--- config.mk ---
export PLATFORM = sky130hd
export DESIGN_NAME = sliding_window_rate_limiter_unit
export DESIGN_NICKNAME = d
export VERILOG_FILES = /design/src/rtl/swrl_pkg.sv /design/src/rtl/swrl_ram.sv /design/src/rtl/swrl_csr.sv /design/src/rtl/swrl_ctrl.sv /design/src/rtl/swrl_dp.sv /design/src/rtl/sliding_window_rate_limiter_unit.sv
export SDC_FILE = /design/constraint.sdc
export NUM_CORES = 1
export LEC_CHECK = 0
export ABC_AREA = 1
export ABC_CLOCK_PERIOD_IN_PS = 7100
export BUFFER_PORTS_ARGS = -buffer_cell sky130_fd_sc_hd__buf_2
export CAP_MARGIN = 15
export CORE_MARGIN = 5
export CORE_UTILIZATION = 40
export CTS_BUF_LIST = sky130_fd_sc_hd__clkbuf_2
export DETAILED_ROUTE_END_ITERATION = 16
export PLACE_DENSITY = 0.61
export SLEW_MARGIN = 20
export SYNTH_ARGS = -nofsm -noshare
export SYNTH_HDL_FRONTEND = slang
export SYNTH_SLANG_ARGS = --single-unit
--- constraint.sdc ---
create_clock -name clock -period 7.1 [get_ports clock]
set_input_delay 0.71 -clock clock [delete_from_list [all_inputs] [get_ports clock]]
set_output_delay 0.71 -clock clock [all_outputs]
set_load 0.02 [all_outputs]
--- src/rtl/swrl_pkg.sv ---
// ----------------------------------------------------------------------------
// swrl_pkg
// shared constants and types of the sliding window rate limiter
// ----------------------------------------------------------------------------
`default_nettype none

package swrl_pkg;

   // depth of the timestamp log
   localparam int MAX_ENTRIES = 16;
   localparam int PTR_W       = (MAX_ENTRIES > 1) ? $clog2(MAX_ENTRIES) : 1;
   localparam int OCC_W       = $clog2(MAX_ENTRIES + 1);

   // field widths
   localparam int TIME_W      = 32;
   localparam int MAXREQ_W    = 5;
   localparam int WINDOW_W    = 16;
   localparam int ENTRIES_W   = 5;

   // configuration port
   localparam int CSR_DATA_W  = 32;
   localparam int CSR_ADDR_W  = 3;
   localparam int CSR_IDX_W   = 1;

   // register indexes
   localparam logic [CSR_IDX_W-1:0] REG_MAX_REQUESTS  = 1'b0;
   localparam logic [CSR_IDX_W-1:0] REG_WINDOW_LENGTH = 1'b1;

   // register reset values
   localparam logic [MAXREQ_W-1:0] MAX_REQUESTS_RST  = 5'd1;
   localparam logic [WINDOW_W-1:0] WINDOW_LENGTH_RST = 16'd1;

   // controller to datapath
   typedef struct packed {
      logic load;    // capture request time
      logic pop;     // drop expired head entry
      logic finish;  // decide grant and load result
   } ctrl_cmd_type;

   // datapath to controller
   typedef struct packed {
      logic expired;   // head entry present and out of window
      logic out_free;  // result register can take a beat
   } dp_status_type;

endpackage

`default_nettype wire

--- src/rtl/swrl_ram.sv ---
// ----------------------------------------------------------------------------
// swrl_ram
// generic single write, single read ram with registered read data
// ----------------------------------------------------------------------------
`default_nettype none

module swrl_ram #(
   parameter int WIDTH = 32,
   parameter int DEPTH = 16
) (
   input  wire                                       clock,
   input  wire                                       wr_en,
   input  wire  [((DEPTH > 1) ? $clog2(DEPTH) : 1)-1:0] wr_addr,
   input  wire  [WIDTH-1:0]                          wr_data,
   input  wire  [((DEPTH > 1) ? $clog2(DEPTH) : 1)-1:0] rd_addr,
   output logic [WIDTH-1:0]                          rd_data
);

   logic [WIDTH-1:0] mem [DEPTH];

   always_ff @(posedge clock) begin
      if (wr_en) begin
         mem[wr_addr] <= wr_data;
      end
      rd_data <= mem[rd_addr];
   end

endmodule

`default_nettype wire

--- src/rtl/swrl_csr.sv ---
// ----------------------------------------------------------------------------
// swrl_csr
// configuration registers behind the apb-style port
// ----------------------------------------------------------------------------
`default_nettype none

module swrl_csr (
   input  wire                                clock,
   input  wire                                reset,
   input  wire                                csr_psel,
   input  wire                                csr_penable,
   input  wire                                csr_pwrite,
   input  wire  [swrl_pkg::CSR_ADDR_W-1:0]    csr_paddr,
   input  wire  [swrl_pkg::CSR_DATA_W-1:0]    csr_pwdata,
   output logic [swrl_pkg::CSR_DATA_W-1:0]    csr_prdata,
   output logic                               csr_pready,
   output logic [swrl_pkg::MAXREQ_W-1:0]      max_requests,
   output logic [swrl_pkg::WINDOW_W-1:0]      window_length
);

   logic [swrl_pkg::MAXREQ_W-1:0] max_requests_ff;
   logic [swrl_pkg::MAXREQ_W-1:0] max_requests_in;
   logic [swrl_pkg::WINDOW_W-1:0] window_length_ff;
   logic [swrl_pkg::WINDOW_W-1:0] window_length_in;
   logic [swrl_pkg::CSR_IDX_W-1:0] reg_idx;
   logic                           wr_beat;

   assign reg_idx    = csr_paddr[swrl_pkg::CSR_ADDR_W-1:2];
   assign csr_pready = 1'b1;
   assign wr_beat    = csr_psel & csr_penable & csr_pwrite;

   always_comb begin
      max_requests_in  = max_requests_ff;
      window_length_in = window_length_ff;
      if (wr_beat) begin
         unique case (reg_idx)
            swrl_pkg::REG_MAX_REQUESTS: begin
               max_requests_in = csr_pwdata[swrl_pkg::MAXREQ_W-1:0];
            end
            swrl_pkg::REG_WINDOW_LENGTH: begin
               window_length_in = csr_pwdata[swrl_pkg::WINDOW_W-1:0];
            end
            default: begin
            end
         endcase
      end
   end

   always_comb begin
      unique case (reg_idx)
         swrl_pkg::REG_MAX_REQUESTS: begin
            csr_prdata = swrl_pkg::CSR_DATA_W'(max_requests_ff);
         end
         swrl_pkg::REG_WINDOW_LENGTH: begin
            csr_prdata = swrl_pkg::CSR_DATA_W'(window_length_ff);
         end
         default: begin
            csr_prdata = '0;
         end
      endcase
   end

   always_ff @(posedge clock) begin
      if (reset) begin
         max_requests_ff  <= swrl_pkg::MAX_REQUESTS_RST;
         window_length_ff <= swrl_pkg::WINDOW_LENGTH_RST;
      end else begin
         max_requests_ff  <= max_requests_in;
         window_length_ff <= window_length_in;
      end
   end

   assign max_requests  = max_requests_ff;
   assign window_length = window_length_ff;

endmodule

`default_nettype wire

--- src/rtl/swrl_ctrl.sv ---
// ----------------------------------------------------------------------------
// swrl_ctrl
// sequencer: take a request, drop expired entries, then decide
// ----------------------------------------------------------------------------
`default_nettype none

module swrl_ctrl (
   input  wire                      clock,
   input  wire                      reset,
   input  wire                      req_valid,
   output logic                     req_stall,
   input  swrl_pkg::dp_status_type  status,
   output swrl_pkg::ctrl_cmd_type   cmd
);

   localparam logic ST_IDLE = 1'b0;
   localparam logic ST_EVAL = 1'b1;

   logic state_ff;
   logic state_in;

   always_comb begin
      state_in   = state_ff;
      cmd        = '0;
      unique case (state_ff)
         ST_IDLE: begin
            if (req_valid) begin
               cmd.load = 1'b1;
               state_in = ST_EVAL;
            end
         end
         ST_EVAL: begin
            priority if (status.expired) begin
               cmd.pop = 1'b1;
            end else if (status.out_free) begin
               cmd.finish = 1'b1;
               state_in   = ST_IDLE;
            end else begin
               // result register still held, wait
            end
         end
         default: begin
            state_in = ST_IDLE;
         end
      endcase
   end

   assign req_stall = (state_ff != ST_IDLE);

   always_ff @(posedge clock) begin
      if (reset) begin
         state_ff <= ST_IDLE;
      end else begin
         state_ff <= state_in;
      end
   end

endmodule

`default_nettype wire

--- src/rtl/swrl_dp.sv ---
// ----------------------------------------------------------------------------
// swrl_dp
// timestamp log, pointers, occupancy, age compare and result register
// ----------------------------------------------------------------------------
`default_nettype none

module swrl_dp (
   input  wire                              clock,
   input  wire                              reset,
   input  swrl_pkg::ctrl_cmd_type           cmd,
   output swrl_pkg::dp_status_type          status,
   input  wire  [swrl_pkg::TIME_W-1:0]      req_request_time,
   input  wire  [swrl_pkg::MAXREQ_W-1:0]    max_requests,
   input  wire  [swrl_pkg::WINDOW_W-1:0]    window_length,
   output logic                             rsp_valid,
   input  wire                              rsp_stall,
   output logic                             rsp_granted,
   output logic [swrl_pkg::ENTRIES_W-1:0]   rsp_entries_in_window
);

   logic [swrl_pkg::TIME_W-1:0]   now_ff;
   logic [swrl_pkg::PTR_W-1:0]    head_ff;
   logic [swrl_pkg::PTR_W-1:0]    head_in;
   logic [swrl_pkg::PTR_W-1:0]    tail_ff;
   logic [swrl_pkg::PTR_W-1:0]    tail_in;
   logic [swrl_pkg::OCC_W-1:0]    occ_ff;
   logic [swrl_pkg::OCC_W-1:0]    occ_in;
   logic                          rsp_valid_ff;
   logic                          rsp_valid_in;
   logic                          rsp_granted_ff;
   logic [swrl_pkg::ENTRIES_W-1:0] rsp_entries_ff;

   logic [swrl_pkg::PTR_W-1:0]    head_next;
   logic [swrl_pkg::PTR_W-1:0]    tail_next;
   logic [swrl_pkg::PTR_W-1:0]    rd_addr;
   logic [swrl_pkg::TIME_W-1:0]   head_time;
   logic [swrl_pkg::TIME_W-1:0]   age;
   logic [swrl_pkg::OCC_W-1:0]    limit;
   logic                          grant;
   logic                          wr_en;

   // pointer increments wrap at the log depth
   assign head_next = (32'(head_ff) == swrl_pkg::MAX_ENTRIES - 1) ?
                      '0 : swrl_pkg::PTR_W'(head_ff + 1'b1);
   assign tail_next = (32'(tail_ff) == swrl_pkg::MAX_ENTRIES - 1) ?
                      '0 : swrl_pkg::PTR_W'(tail_ff + 1'b1);

   // read ahead so the new head is ready the cycle after a pop
   assign rd_addr = cmd.pop ? head_next : head_ff;

   swrl_ram #(
      .WIDTH (swrl_pkg::TIME_W),
      .DEPTH (swrl_pkg::MAX_ENTRIES)
   ) u_log (
      .clock   (clock),
      .wr_en   (wr_en),
      .wr_addr (tail_ff),
      .wr_data (now_ff),
      .rd_addr (rd_addr),
      .rd_data (head_time)
   );

   assign age   = now_ff - head_time;
   assign limit = (32'(max_requests) > swrl_pkg::MAX_ENTRIES) ?
                  swrl_pkg::OCC_W'(swrl_pkg::MAX_ENTRIES) :
                  swrl_pkg::OCC_W'(max_requests);
   assign grant = (occ_ff < limit);
   assign wr_en = cmd.finish & grant;

   assign status.expired  = (occ_ff != '0) &&
                            (age >= swrl_pkg::TIME_W'(window_length));
   assign status.out_free = ~rsp_valid_ff | ~rsp_stall;

   always_comb begin
      head_in      = head_ff;
      tail_in      = tail_ff;
      occ_in       = occ_ff;
      rsp_valid_in = rsp_valid_ff & rsp_stall;
      if (cmd.pop) begin
         head_in = head_next;
         occ_in  = swrl_pkg::OCC_W'(occ_ff - 1'b1);
      end
      if (cmd.finish) begin
         rsp_valid_in = 1'b1;
         if (grant) begin
            tail_in = tail_next;
            occ_in  = swrl_pkg::OCC_W'(occ_ff + 1'b1);
         end
      end
   end

   always_ff @(posedge clock) begin
      if (reset) begin
         head_ff      <= '0;
         tail_ff      <= '0;
         occ_ff       <= '0;
         rsp_valid_ff <= 1'b0;
      end else begin
         head_ff      <= head_in;
         tail_ff      <= tail_in;
         occ_ff       <= occ_in;
         rsp_valid_ff <= rsp_valid_in;
      end
   end

   always_ff @(posedge clock) begin
      if (cmd.load) begin
         now_ff <= req_request_time;
      end
      if (cmd.finish) begin
         rsp_granted_ff <= grant;
         rsp_entries_ff <= swrl_pkg::ENTRIES_W'(occ_in);
      end
   end

   assign rsp_valid             = rsp_valid_ff;
   assign rsp_granted           = rsp_granted_ff;
   assign rsp_entries_in_window = rsp_entries_ff;

`ifndef SYNTHESIS
   a_occ_bound: assert property (@(posedge clock) disable iff (reset)
      32'(occ_ff) <= swrl_pkg::MAX_ENTRIES)
      else $error("occupancy above log depth");

   a_pop_nonempty: assert property (@(posedge clock) disable iff (reset)
      cmd.pop |-> (occ_ff != '0))
      else $error("pop from empty log");

   a_finish_free: assert property (@(posedge clock) disable iff (reset)
      cmd.finish |-> status.out_free)
      else $error("result loaded over a held beat");

   a_grant_count: assert property (@(posedge clock) disable iff (reset)
      (cmd.finish && grant) |=> (occ_ff == swrl_pkg::OCC_W'($past(occ_ff) + 1'b1)))
      else $error("grant did not add an entry");

   a_grant_nonzero: assert property (@(posedge clock) disable iff (reset)
      (rsp_valid_ff && rsp_granted_ff) |-> (rsp_entries_ff != '0))
      else $error("granted result with empty log");
`endif

endmodule

`default_nettype wire

--- src/rtl/sliding_window_rate_limiter_unit.sv ---
// ----------------------------------------------------------------------------
// sliding_window_rate_limiter_unit
// sliding window log rate limiter with apb-style configuration
// ----------------------------------------------------------------------------
// usage
//   req channel: one beat per request, carrying its arrival time in seconds
//   rsp channel: one beat per request, granted flag and entries left in log
//   csr port: max_requests at byte 0, window_length at byte 4, write only
//     while the block is idle; pready is tied high
// timing
//   a request is taken only while no other request is in progress
//   an accepted beat is answered once every expired entry has been dropped
//     from the log head and the result register has taken the verdict
//   expired entries are dropped one at a time, since the timestamp ram hands
//     out one head entry per read; a new request is taken only after the
//     last one has been decided, and drops average at most one per request
// reset
//   synchronous; log empty, pointers zero, max_requests and window_length 1
// stall
//   the result sits in an output register; a new request is still taken
//   while it waits, and that request holds just before its result until
//   the waiting beat has been taken
// ----------------------------------------------------------------------------
`default_nettype none

module sliding_window_rate_limiter_unit (
   input  wire                              clock,
   input  wire                              reset,
   // request channel
   input  wire                              req_valid,
   output logic                             req_stall,
   input  wire  [swrl_pkg::TIME_W-1:0]      req_request_time,
   // result channel
   output logic                             rsp_valid,
   input  wire                              rsp_stall,
   output logic                             rsp_granted,
   output logic [swrl_pkg::ENTRIES_W-1:0]   rsp_entries_in_window,
   // configuration port
   input  wire                              csr_psel,
   input  wire                              csr_penable,
   input  wire                              csr_pwrite,
   input  wire  [swrl_pkg::CSR_ADDR_W-1:0]  csr_paddr,
   input  wire  [swrl_pkg::CSR_DATA_W-1:0]  csr_pwdata,
   output logic [swrl_pkg::CSR_DATA_W-1:0]  csr_prdata,
   output logic                             csr_pready
);

   // configuration values seen by the datapath
   logic [swrl_pkg::MAXREQ_W-1:0] max_requests;
   logic [swrl_pkg::WINDOW_W-1:0] window_length;

   // sequencer handshake with the datapath
   swrl_pkg::ctrl_cmd_type  cmd;
   swrl_pkg::dp_status_type status;

   swrl_csr u_csr (
      .clock         (clock),
      .reset         (reset),
      .csr_psel      (csr_psel),
      .csr_penable   (csr_penable),
      .csr_pwrite    (csr_pwrite),
      .csr_paddr     (csr_paddr),
      .csr_pwdata    (csr_pwdata),
      .csr_prdata    (csr_prdata),
      .csr_pready    (csr_pready),
      .max_requests  (max_requests),
      .window_length (window_length)
   );

   // idle -> eval on an accepted beat; eval drops expired heads one per
   // cycle, then decides once the result register is free
   swrl_ctrl u_ctrl (
      .clock     (clock),
      .reset     (reset),
      .req_valid (req_valid),
      .req_stall (req_stall),
      .status    (status),
      .cmd       (cmd)
   );

   // log ram, head and tail pointers, occupancy, age compare, result register
   swrl_dp u_dp (
      .clock                 (clock),
      .reset                 (reset),
      .cmd                   (cmd),
      .status                (status),
      .req_request_time      (req_request_time),
      .max_requests          (max_requests),
      .window_length         (window_length),
      .rsp_valid             (rsp_valid),
      .rsp_stall             (rsp_stall),
      .rsp_granted           (rsp_granted),
      .rsp_entries_in_window (rsp_entries_in_window)
   );

endmodule

`default_nettype wire

* Yosys cells after proc, flatten, opt, wreduce, memory -nomap -nowiden
Memory sizes are Yosys's and may differ from the RTL's. A register that Yosys moved wholly into a read port is not among the register bits.
Cells that the tools add are included.
** Cells by class
- $lt $le $gt $ge :: 3
- Equal/unequal tests :: 2
- Add/subtract/negate cells :: 5
- Multiplexer cells :: 20
- Reduce and logical (&&, ||, !) cells :: 5
- Bitwise operators :: 9
** Operators by type and width (count)
- one-hot mux 32 bit (2 select lines) :: 1
- >= comparator 32 x 16 -> 1 bit :: 1
- subtractor 32 bit :: 1
- 2-to-1 mux 5 bit :: 4
- 2-to-1 mux 4 bit :: 3
- 2-to-1 mux 1 bit :: 10
- adder 4 x 1 -> 4 bit (second input constant) :: 2
- equality test 4 bit (second input constant) :: 2
- AND reduction 2 bit :: 3
- adder 5 x 1 -> 5 bit (second input constant) :: 1
- > comparator 5 bit (second input constant) :: 1
- less-than comparator 5 bit :: 1
- nonzero test 5 bit :: 1
- subtractor 5 x 1 -> 5 bit (second input constant) :: 1
- AND 1 bit :: 4
- NOT 1 bit :: 4
- 2-to-1 mux 2 bit :: 1
- one-hot mux 1 bit (2 select lines) :: 1
- logical AND 1 bit :: 1
- bitwise OR 1 bit :: 1
** Word-level totals
- Memories kept :: 1
- Logic and storage cells :: 55
- Memory bits (writable) :: 512
- Output and inout bits :: 41
- Input port bits :: 74
- Register bits after elaboration :: 74
** Memory list
- u_dp.u_log.mem :: depth 16, width 32, rd ports 1, clocked after memory_dff 1, wr ports 1, line swrl_ram.sv:19 : logic [WIDTH-1:0] mem [DEPTH];

* Depth between registers and ports, before layout
Gate-level depths: netlist (run 1).
- Depth after elaboration :: 8
- Depth in mapped cells :: 32

* Modules after synthesis
From an unflattened synthesis (run 1), not the netlist that was laid out.
** Unflattened totals
- Cell total of the unflattened synthesis :: 3092
- Area total of the unflattened synthesis :: 29067.9 um^2
** Modules (own cells, without submodules)
- swrl_ram :: cells an instance 2120, seq. area each 16015.4 um^2, instances 1, area each 22730.6 um^2
- swrl_dp :: cells an instance 771, seq. area each 1421.4 um^2, instances 1, area each 5068.6 um^2
- swrl_csr :: cells an instance 191, seq. area each 420.4 um^2, instances 1, area each 1211.2 um^2
- swrl_ctrl :: cells an instance 10, seq. area each 20.0 um^2, instances 1, area each 57.6 um^2

* Least setup slack after synthesis (run 1)
No wires, ideal clock.
- Path type :: flip-flop to flip-flop
- Start :: register u_dp.now_ff[0] in the netlist's numbering
- End :: memory u_dp.u_log.mem[0][0] (enable)
- Arrival :: 4817 ps
- Buffers on the path :: 1
- Setup time :: 421 ps
- Path slack :: 1862 ps
- Cell stages (with the launch flop) :: 27
- Required time :: 6679 ps
- Period minus slack after synthesis :: 5238 ps
- Cells stage by stage :: edfxtp_1 -> inv_1 -> ha_1 -> fa_1 -> inv_1 -> nand2_1 -> nand3_1 -> nand2_1 -> nand2_1 -> xor2_1 -> ha_1 -> nand2_1 -> nor2_1 -> a211oi_1 -> nand2_1 -> nor2_1 -> nand2_1 -> nor2_1 -> nand2_1 -> nor2_1 -> nand2_2 -> a21boi_1 -> nand2_1 -> nor2_1 -> buf_2 -> nand2_1 -> nor2_1
** On the way
- Word-level cells in the longest chain between the ends :: 8
** RTL lines
- start, declared :: line swrl_dp.sv:21 : logic [swrl_pkg::TIME_W-1:0] now_ff;
- start signal, assigned :: line swrl_dp.sv:108 : now_ff <= req_request_time;
- subtractor 32 bit :: line swrl_dp.sv:63 : assign age = now_ff - head_time;
- >= comparator 32 x 16 -> 1 bit :: line swrl_dp.sv:71 : (age >= swrl_pkg::TIME_W'(window_length));
- logical AND 1 bit :: line swrl_dp.sv:70 : assign status.expired = (occ_ff != '0) &&
- 2-to-1 mux 1 bit :: line swrl_ctrl.sv:33 : priority if (status.expired) begin
- 2-to-1 mux 2 bit :: line swrl_ctrl.sv:25 : unique case (state_ff)
- AND 1 bit :: line swrl_dp.sv:68 : assign wr_en = cmd.finish & grant;
- 2-to-1 mux 1 bit :: line swrl_ram.sv:22 : if (wr_en) begin
- 2-to-1 mux 1 bit (not written as such) :: line swrl_ram.sv:23 : mem[wr_addr] <= wr_data;
- end, declared :: line swrl_ram.sv:19
No other way between the ends.

* Worst setup path in the final report (run 1)
- Start :: register u_dp.now_ff[0] in the netlist's numbering
- End :: memory u_dp.u_log.mem[15][5] (enable)
The elaborated chain is that of the path after synthesis.

==> results by group, run 1 <==
Placement
  – Placer Congestion: 0.909
  – Inst Count DP: 4016
  – Port-buffer cells: 79
  – HPWL after DPL: 42300 um

Timing
  – Worst Hold Slack: 165 ps
  – Fmax: 0.167 GHz
  – Max-slew violations: 0
  – Fin. Hold Viols: 0
  – Final Critical Period: 6010 ps
  – Slew margin rel.: 29.7%
  – Tightest Pin Transition: 1050 ps
  – Setup violators final: 0
  – Total negative slack: 0 ps
  – Layout Skew: 109 ps
  – Tcrit/Tclk final: 84.6%
  – RSZ-0062 raised after global routing: false

Hold path
  – Hold/Removal Path Class: input port to flip-flop

Layout
  – Area grow syn2layout: 14.4%
  – Final net count: 3463
  – Layout cells sized above 1: 12.4%
  – Register area: 0.0179 mm2
  – Fill cell count: 6985
  – Non-Filler Instances: 4422
  – Area of the multi-input gates: 0.00836 mm2

Clocking
  – Clk Latency, worst-skew pair: 1390 ps
  – Clock transition at path regs: 100 ps
  – Setup bufs post-CTS: 0
  – CTS tree: yes
  – Clock buffer depth: 3
  – Clock root cell: clkbuf_2
  – H-tree levels: 4
  – TritonCTS buffer count: 163
  – Clock Sinks: 618

Logic synthesis
  – #FFs+latches synth: 618
  – Cell area after synthesis: 0.0292 mm2
  – Yosys cell types: 37
  – EDFF count, synth: 550
  – Post-synthesis sequential area ratio: 61.3%
  – Synth Flop Type: edfxtp_1
  – Mapped Cells: 3056
  – Syn. warnings: 0
  – Synth async-reset ratio: 0%
  – Syn avg cell area: 9.54 um2

Drt
  – Remaining DRCs: 0
  – DR WL/cell: 16.7 um
  – First-pass detailed-route iteration total: 6
  – DR iter-0 viols: 1556
  – Final wirelength: 73800 um
  – Drt via density: 4.78
  – Final ANT Viol Nets: 0
  – Vias: 21140

Die
  – Initial Util: 40.2%
  – Io pins: 115
  – Row Count: 99
  – Die area: 0.0784 mm2
  – Chip Width: 280 um
  – Die Y: 280 um
  – Core area: 0.0726 mm2

Setup path
  – Startpoint Class: flip-flop
  – Slowest-stage cell, CP: edfxtp_1
  – Required time worst endpoint: 8100 ps
  – Critical path type: flip-flop to flip-flop
  – Critical Path Fanout Max: 17
  – Most used cell, CP: nand2_1
  – Largest stage delay on the critical path: 670 ps
  – Critical Path AT: 7000 ps
  – CP Capture Type: flip-flop

GRT
  – Total GRT Usage: 18.8%
  – First-pass GRT wire length: 115000 um
  – Initial antenna violation count: 2
  – Vias in the first global route: 20381
  – Largest net degree at the start of global routing: 130
  – Gr ovfl total: 0

Run status
  – Status: complete, no violations

Pwr
  – Cell Pwr Density: 348 mW/mm2
  – Worst VDD drop: 0.341 mV
  – Leakage power: 15.0 nW

Run
  – # Max-Cap Violations: 0
synthesized netlist by cell type, drive strengths merged (21+ instances only):
master  number  area share (%)
a21oi       46            0.79
buf        113             2.3
clkbuf      34            0.44
dfxtp       68             4.7
edfxtp     550              57
ha          58             2.5
inv        638             8.2
nand2      716             9.2
nand3      552             9.5
nand3b      98             2.5
nor2        96             1.3
o21ai       35            0.61
xor2        21            0.63
cells by family after synthesis:
| logic type | after synthesis | share of synthesized area [%] |
|---|---|---|
| AOI/OAI and AO/OA | 86 | 1.54 |
| buffers and inverters | 787 | 11.0 |
| adders and majority gates | 59 | 2.56 |
| and+or+nand+nor | 1482 | 23.0 |
| DFF | 618 | 61.3 |
| xor gates and xnor gates | 22 | 0.661 |
| other | 2 | 0.0257 |
path summary, 6_finish.rpt:
kind | slack (ps) | startpoint | endpoint | cells after the start
hold / removal | 170 | csr_pwdata[8] | u_csr.window_length[8] | 4
hold reg to reg | 490 | u_csr.window_length[11] | u_csr.window_length[11] | 2
setup reg to reg | 1090 | u_dp.now_ff[0] | u_dp.u_log.mem[15][5] | 27
setup / recovery | 1090 | u_dp.now_ff[0] | u_dp.u_log.mem[15][5] | 27
through the flow:
stage | instance area [um2] | total power, W | utilization [%] | setup WS (ps)
global placement | 30800 | 0.00909 | 42.4 | 1300
CTS | 33400 | 0.0117 | 46.0 | 1130
detailed placement | 30800 | 0.00913 | 42.4 | 1240
global route | 33400 | 0.0126 | 46.0 | 696
floorplan | 29200 | 0.00778 | - | 1860
finish | 33400 | 0.0116 | 46.0 | 1090
routing by layer:
metal	share of wire, %	track usage, %	wire [um]
met1	44	24.8	32600
met2	47	31.0	34400
met4	2.5	6.51	1810
met3	6.7	4.05	4960
met5	0	0	0
where the power goes:
part / total [W] / switching (W) / internal (W)
clock network: 0.00252 / 0.00150 / 0.00102
logic: 0.00469 / 0.00324 / 0.00145
registers: 0.00441 / 0.000144 / 0.00427
total: 0.0116 / 0.00489 / 0.00674
placed cells by master, fill, tap and decap left out, types with 2 or more instances in the layout:
cell type | Yosys | layout
nor2_1 | 94 | 77
clkinv_2 | 0 | 9
buf_4 | 41 | 44
clkinv_1 | 2 | 35
nor2_2 | 2 | 2
buf_12 | 0 | 9
o21ai_0 | 31 | 31
inv_1 | 633 | 633
diode_2 | 0 | 6
buf_2 | 67 | 79
inv_6 | 0 | 2
nor2_4 | 0 | 17
nand3_1 | 551 | 551
xor2_1 | 21 | 21
conb_1 | 2 | 17
clkinv_4 | 0 | 3
clkinvlp_4 | 0 | 3
o21ai_4 | 0 | 3
bufinv_16 | 0 | 3
nand4_1 | 9 | 9
nand2_1 | 712 | 710
nand3b_1 | 98 | 98
nand2_2 | 4 | 2
inv_2 | 4 | 6
nand2_4 | 0 | 2
ha_1 | 58 | 58
nand2_8 | 0 | 2
dfxtp_1 | 68 | 68
nor3_1 | 7 | 7
clkbuf_2 | 0 | 236
edfxtp_1 | 550 | 550
a21oi_1 | 46 | 46
dlygate4sd3_1 | 0 | 108
sequential cells by signal (all words and copies together) (netlist names):
name / cells
u_dp.rsp_granted: 1
u_dp.tail_ff: 4
u_csr.max_requests: 5
u_dp.u_log.mem: 512
u_dp.head_ff: 4
u_dp.u_log.rd_data: 32
u_csr.window_length: 16
u_dp.now_ff: 32
u_dp.rsp_valid: 1
u_ctrl.req_stall: 1
u_dp.rsp_entries_in_window: 5
u_dp.occ_ff: 5
cell type report:
type | count | area share [%]
diodes | 6 | 0.0450
clock buffers | 236 | 3.54
clock inverters | 56 | 1.03
inverters | 640 | 7.21
multi-input cells | 1666 | 25.0
flip-flops and latches | 618 | 53.6
well taps | 959 | 3.59
repair buffers | 241 | 5.99
critical path, delay by kind of cell (launching register included):
family / cells / cell delay, ps
simple gates: 17 / 2370
fa+ha+maj: 3 / 1030
buf+inv: 4 / 800
flops: 1 / 670
compound gates: 2 / 510
xor+xnor: 1 / 230
what timing repair did:
item                                   in CTS  in global routing
gates resized for setup                     0                  0
hold buffers                              108                  0
endpoints found under the hold margin      71                  0
No activity file was read; power rests on OpenSTA's default activity.
==> run 2, diff against run 1 <==
Settings changed: ABC_CLOCK_PERIOD_IN_PS 7100 to 5200, PLACE_DENSITY 0.61 to 0.63.
Clock period 7.1 ns to 5.2 ns, I/O delays scaled along.
==> results by group, run 2 (same netlist as run 1, synthesis figures left out) <==
Layout
  – Fin util: 47.6% (+1.7 points)
  – Final Instance Area: 0.0346 mm2 (+3.6%)
  – Fill cell count: 6698 (-4.1%)
  – Area grow syn2layout: 18.6%
  – Final net count: 3545 (+2.4%)
  – Biggest regs: u_dp.u_log.mem (512), u_dp.now_ff (32), u_dp.u_log.rd_data (32)
  – Most common cell after layout, fill and taps aside: nand2_1
  – Top reg by flops: u_dp.u_log.mem
  – Layout cells sized above 1: 14.1% (+1.7 points)
  – Max reg flops: 512 (unchanged)
  – Most frequent cells in the layout: nand2_1, inv_1, nand3_1
  – Non-Filler Instances: 4492 (+1.6%)

Setup path
  – Slowest-stage cell, CP: fa_1
  – Required time worst endpoint: 6130 ps (-1970 ps)
  – Most used cell, CP: nand2_1
  – Largest stage delay on the critical path: 460 ps (-210 ps)
  – Startpoint Class: flip-flop
  – CP Capture Type: flip-flop
  – Critical path type: flip-flop to flip-flop
  – Buf/Inv on CP: 5 (+1)
  – Critical Path Fanout Max: 20 (+3)
  – Kind of cell adding the most delay to the critical path: simple AND/OR/NAND/NOR gates
  – Critical Path AT: 5750 ps (-1250 ps)

Drt
  – Drt via density: 4.80 (+0.50%)
  – Vias: 21581 (+2.1%)
  – DR iter-0 viols: 1681 (+8.0%)
  – First-pass detailed-route iteration total: 7 (+1)
  – Final ANT Viol Nets: 0 (unchanged)
  – Remaining DRCs: 0 (unchanged)
  – Final wirelength: 77200 um (+4.7%)
  – DR WL/cell: 17.2 um (+3.1%)

Pwr
  – Cell Pwr Density: 474 mW/mm2 (+36%)
  – Leakage power: 15.5 nW (+3.8%)
  – Worst VDD drop: 0.307 mV (-9.9%)

Run status
  – Status: complete, no violations

Clocking
  – H-tree levels: 4 (unchanged)
  – Clock transition at path regs: 110 ps (about the same)
  – Setup bufs post-CTS: 0 (unchanged)
  – Clock Sinks: 618 (unchanged)
  – Clock root cell: clkbuf_2
  – Clock buffer depth: 3 (unchanged)
  – CTS tree: yes
  – TritonCTS buffer count: 159 (-2.5%)
  – Clk Latency, worst-skew pair: 1310 ps (-80 ps)

Placement
  – HPWL after DPL: 47000 um (+11%)
  – Post-DP Area: 0.0317 mm2 (+3.1%)
  – Inst Count DP: 4085 (+1.7%)
  – Port-buffer cells: 79 (unchanged)
  – Placer Congestion: 0.905 (-0.41%)

Timing
  – Final Critical Period: 4820 ps (-1190 ps)
  – Max-slew violations: 0 (unchanged)
  – Total negative slack: 0 ps (unchanged)
  – Fmax: 0.208 GHz (+25%)
  – RSZ-0062 raised after global routing: false
  – Tcrit/Tclk final: 92.7% (+8.1 points)
  – Tightest Pin Transition: 831 ps (-223 ps)
  – Setup violators final: 0 (unchanged)
  – Layout Skew: 111 ps (+2.13 ps)
  – Slew margin rel.: 44.6% (+15 points)
  – Worst Hold Slack: 357 ps (+192 ps)
  – Fin. Hold Viols: 0 (unchanged)

Hold path
  – Hold/Removal Path Class: input port to flip-flop

GRT
  – Largest net degree at the start of global routing: 65 (-50%)
  – Total GRT Usage: 19.7% (+0.88 points)
  – Initial antenna violation count: 2 (unchanged)
  – First-pass GRT wire length: 119000 um (+3.5%)
  – Gr ovfl total: 0 (unchanged)
  – Vias in the first global route: 21019 (+3.1%)

Die
  – Die Y: 280 um (unchanged)
  – Row Count: 99 (unchanged)
  – Core area: 0.0726 mm2 (unchanged)
  – Io pins: 115 (unchanged)
  – Die area: 0.0784 mm2 (unchanged)
  – Chip Width: 280 um (unchanged)
  – Initial Util: 40.2% (unchanged)

Run
  – # Max-Cap Violations: 0 (unchanged)
run 2: final timing paths:
path                   from                    end  slack, ps  cells after the start
min              csr_pwrite  u_csr.max_requests[4]        360                      6
min reg2reg  u_dp.now_ff[0]   u_dp.u_log.mem[7][0]        490                      0
max reg2reg  u_dp.now_ff[0]  u_dp.u_log.mem[3][22]        380                     28
max          u_dp.now_ff[0]  u_dp.u_log.mem[3][22]        380                     28
run 2: what timing repair did:
action / 4_1_cts / 5_1_grt
resized for setup: 0 / 6
hold endpoints to repair: 111 / 0
hold buffers: 125 / 0
setup endpoints to repair: 0 / 318
run 2: final cells by class:
class	instances	area [um2]	area share (%)
sequential	618	17900	51.7
multi-input combinational	1666	8380	24.2
timing repair buffer	327	3130	9.06
inverter	640	2400	6.95
tap	959	1200	3.47
clock buffer	229	1150	3.31
clock inverter	52	439	1.27
antenna	1	2.50	0.00724
run 2: per-stage QoR:
step	setup WS, ps	power, W
finish	381	0.0164
global placement	348	0.0127
CTS	215	0.0165
floorplan	-37.8	0.0106
detailed placement	291	0.0128
global route	5.50	0.0177
run 2: worst register-to-register path, delay by kind of cell, from the launching register on:
| kind | cells | cell delay, ps |
|---|---|---|
| simple gates | 18 | 1820 |
| fa+ha+maj | 3 | 980 |
| buf+inv | 5 | 790 |
| flops | 1 | 400 |
| xor+xnor | 1 | 310 |
| compound gates | 1 | 160 |
run 2: power breakdown:
part | total, W | switching [W] | internal [W]
registers | 0.00599 | 0.000164 | 0.00583
logic | 0.00684 | 0.00455 | 0.00229
clock network | 0.00356 | 0.00197 | 0.00159
total | 0.0164 | 0.00669 | 0.00971
run 2: metal layers:
layer	vias up	global-route usage, %	routed length [um]
met2	712	32.8	36700
met4	0	6.93	2000
li1	10661	-	-
met5	-	0	0
met3	126	4.36	5440
met1	10082	25.5	33100
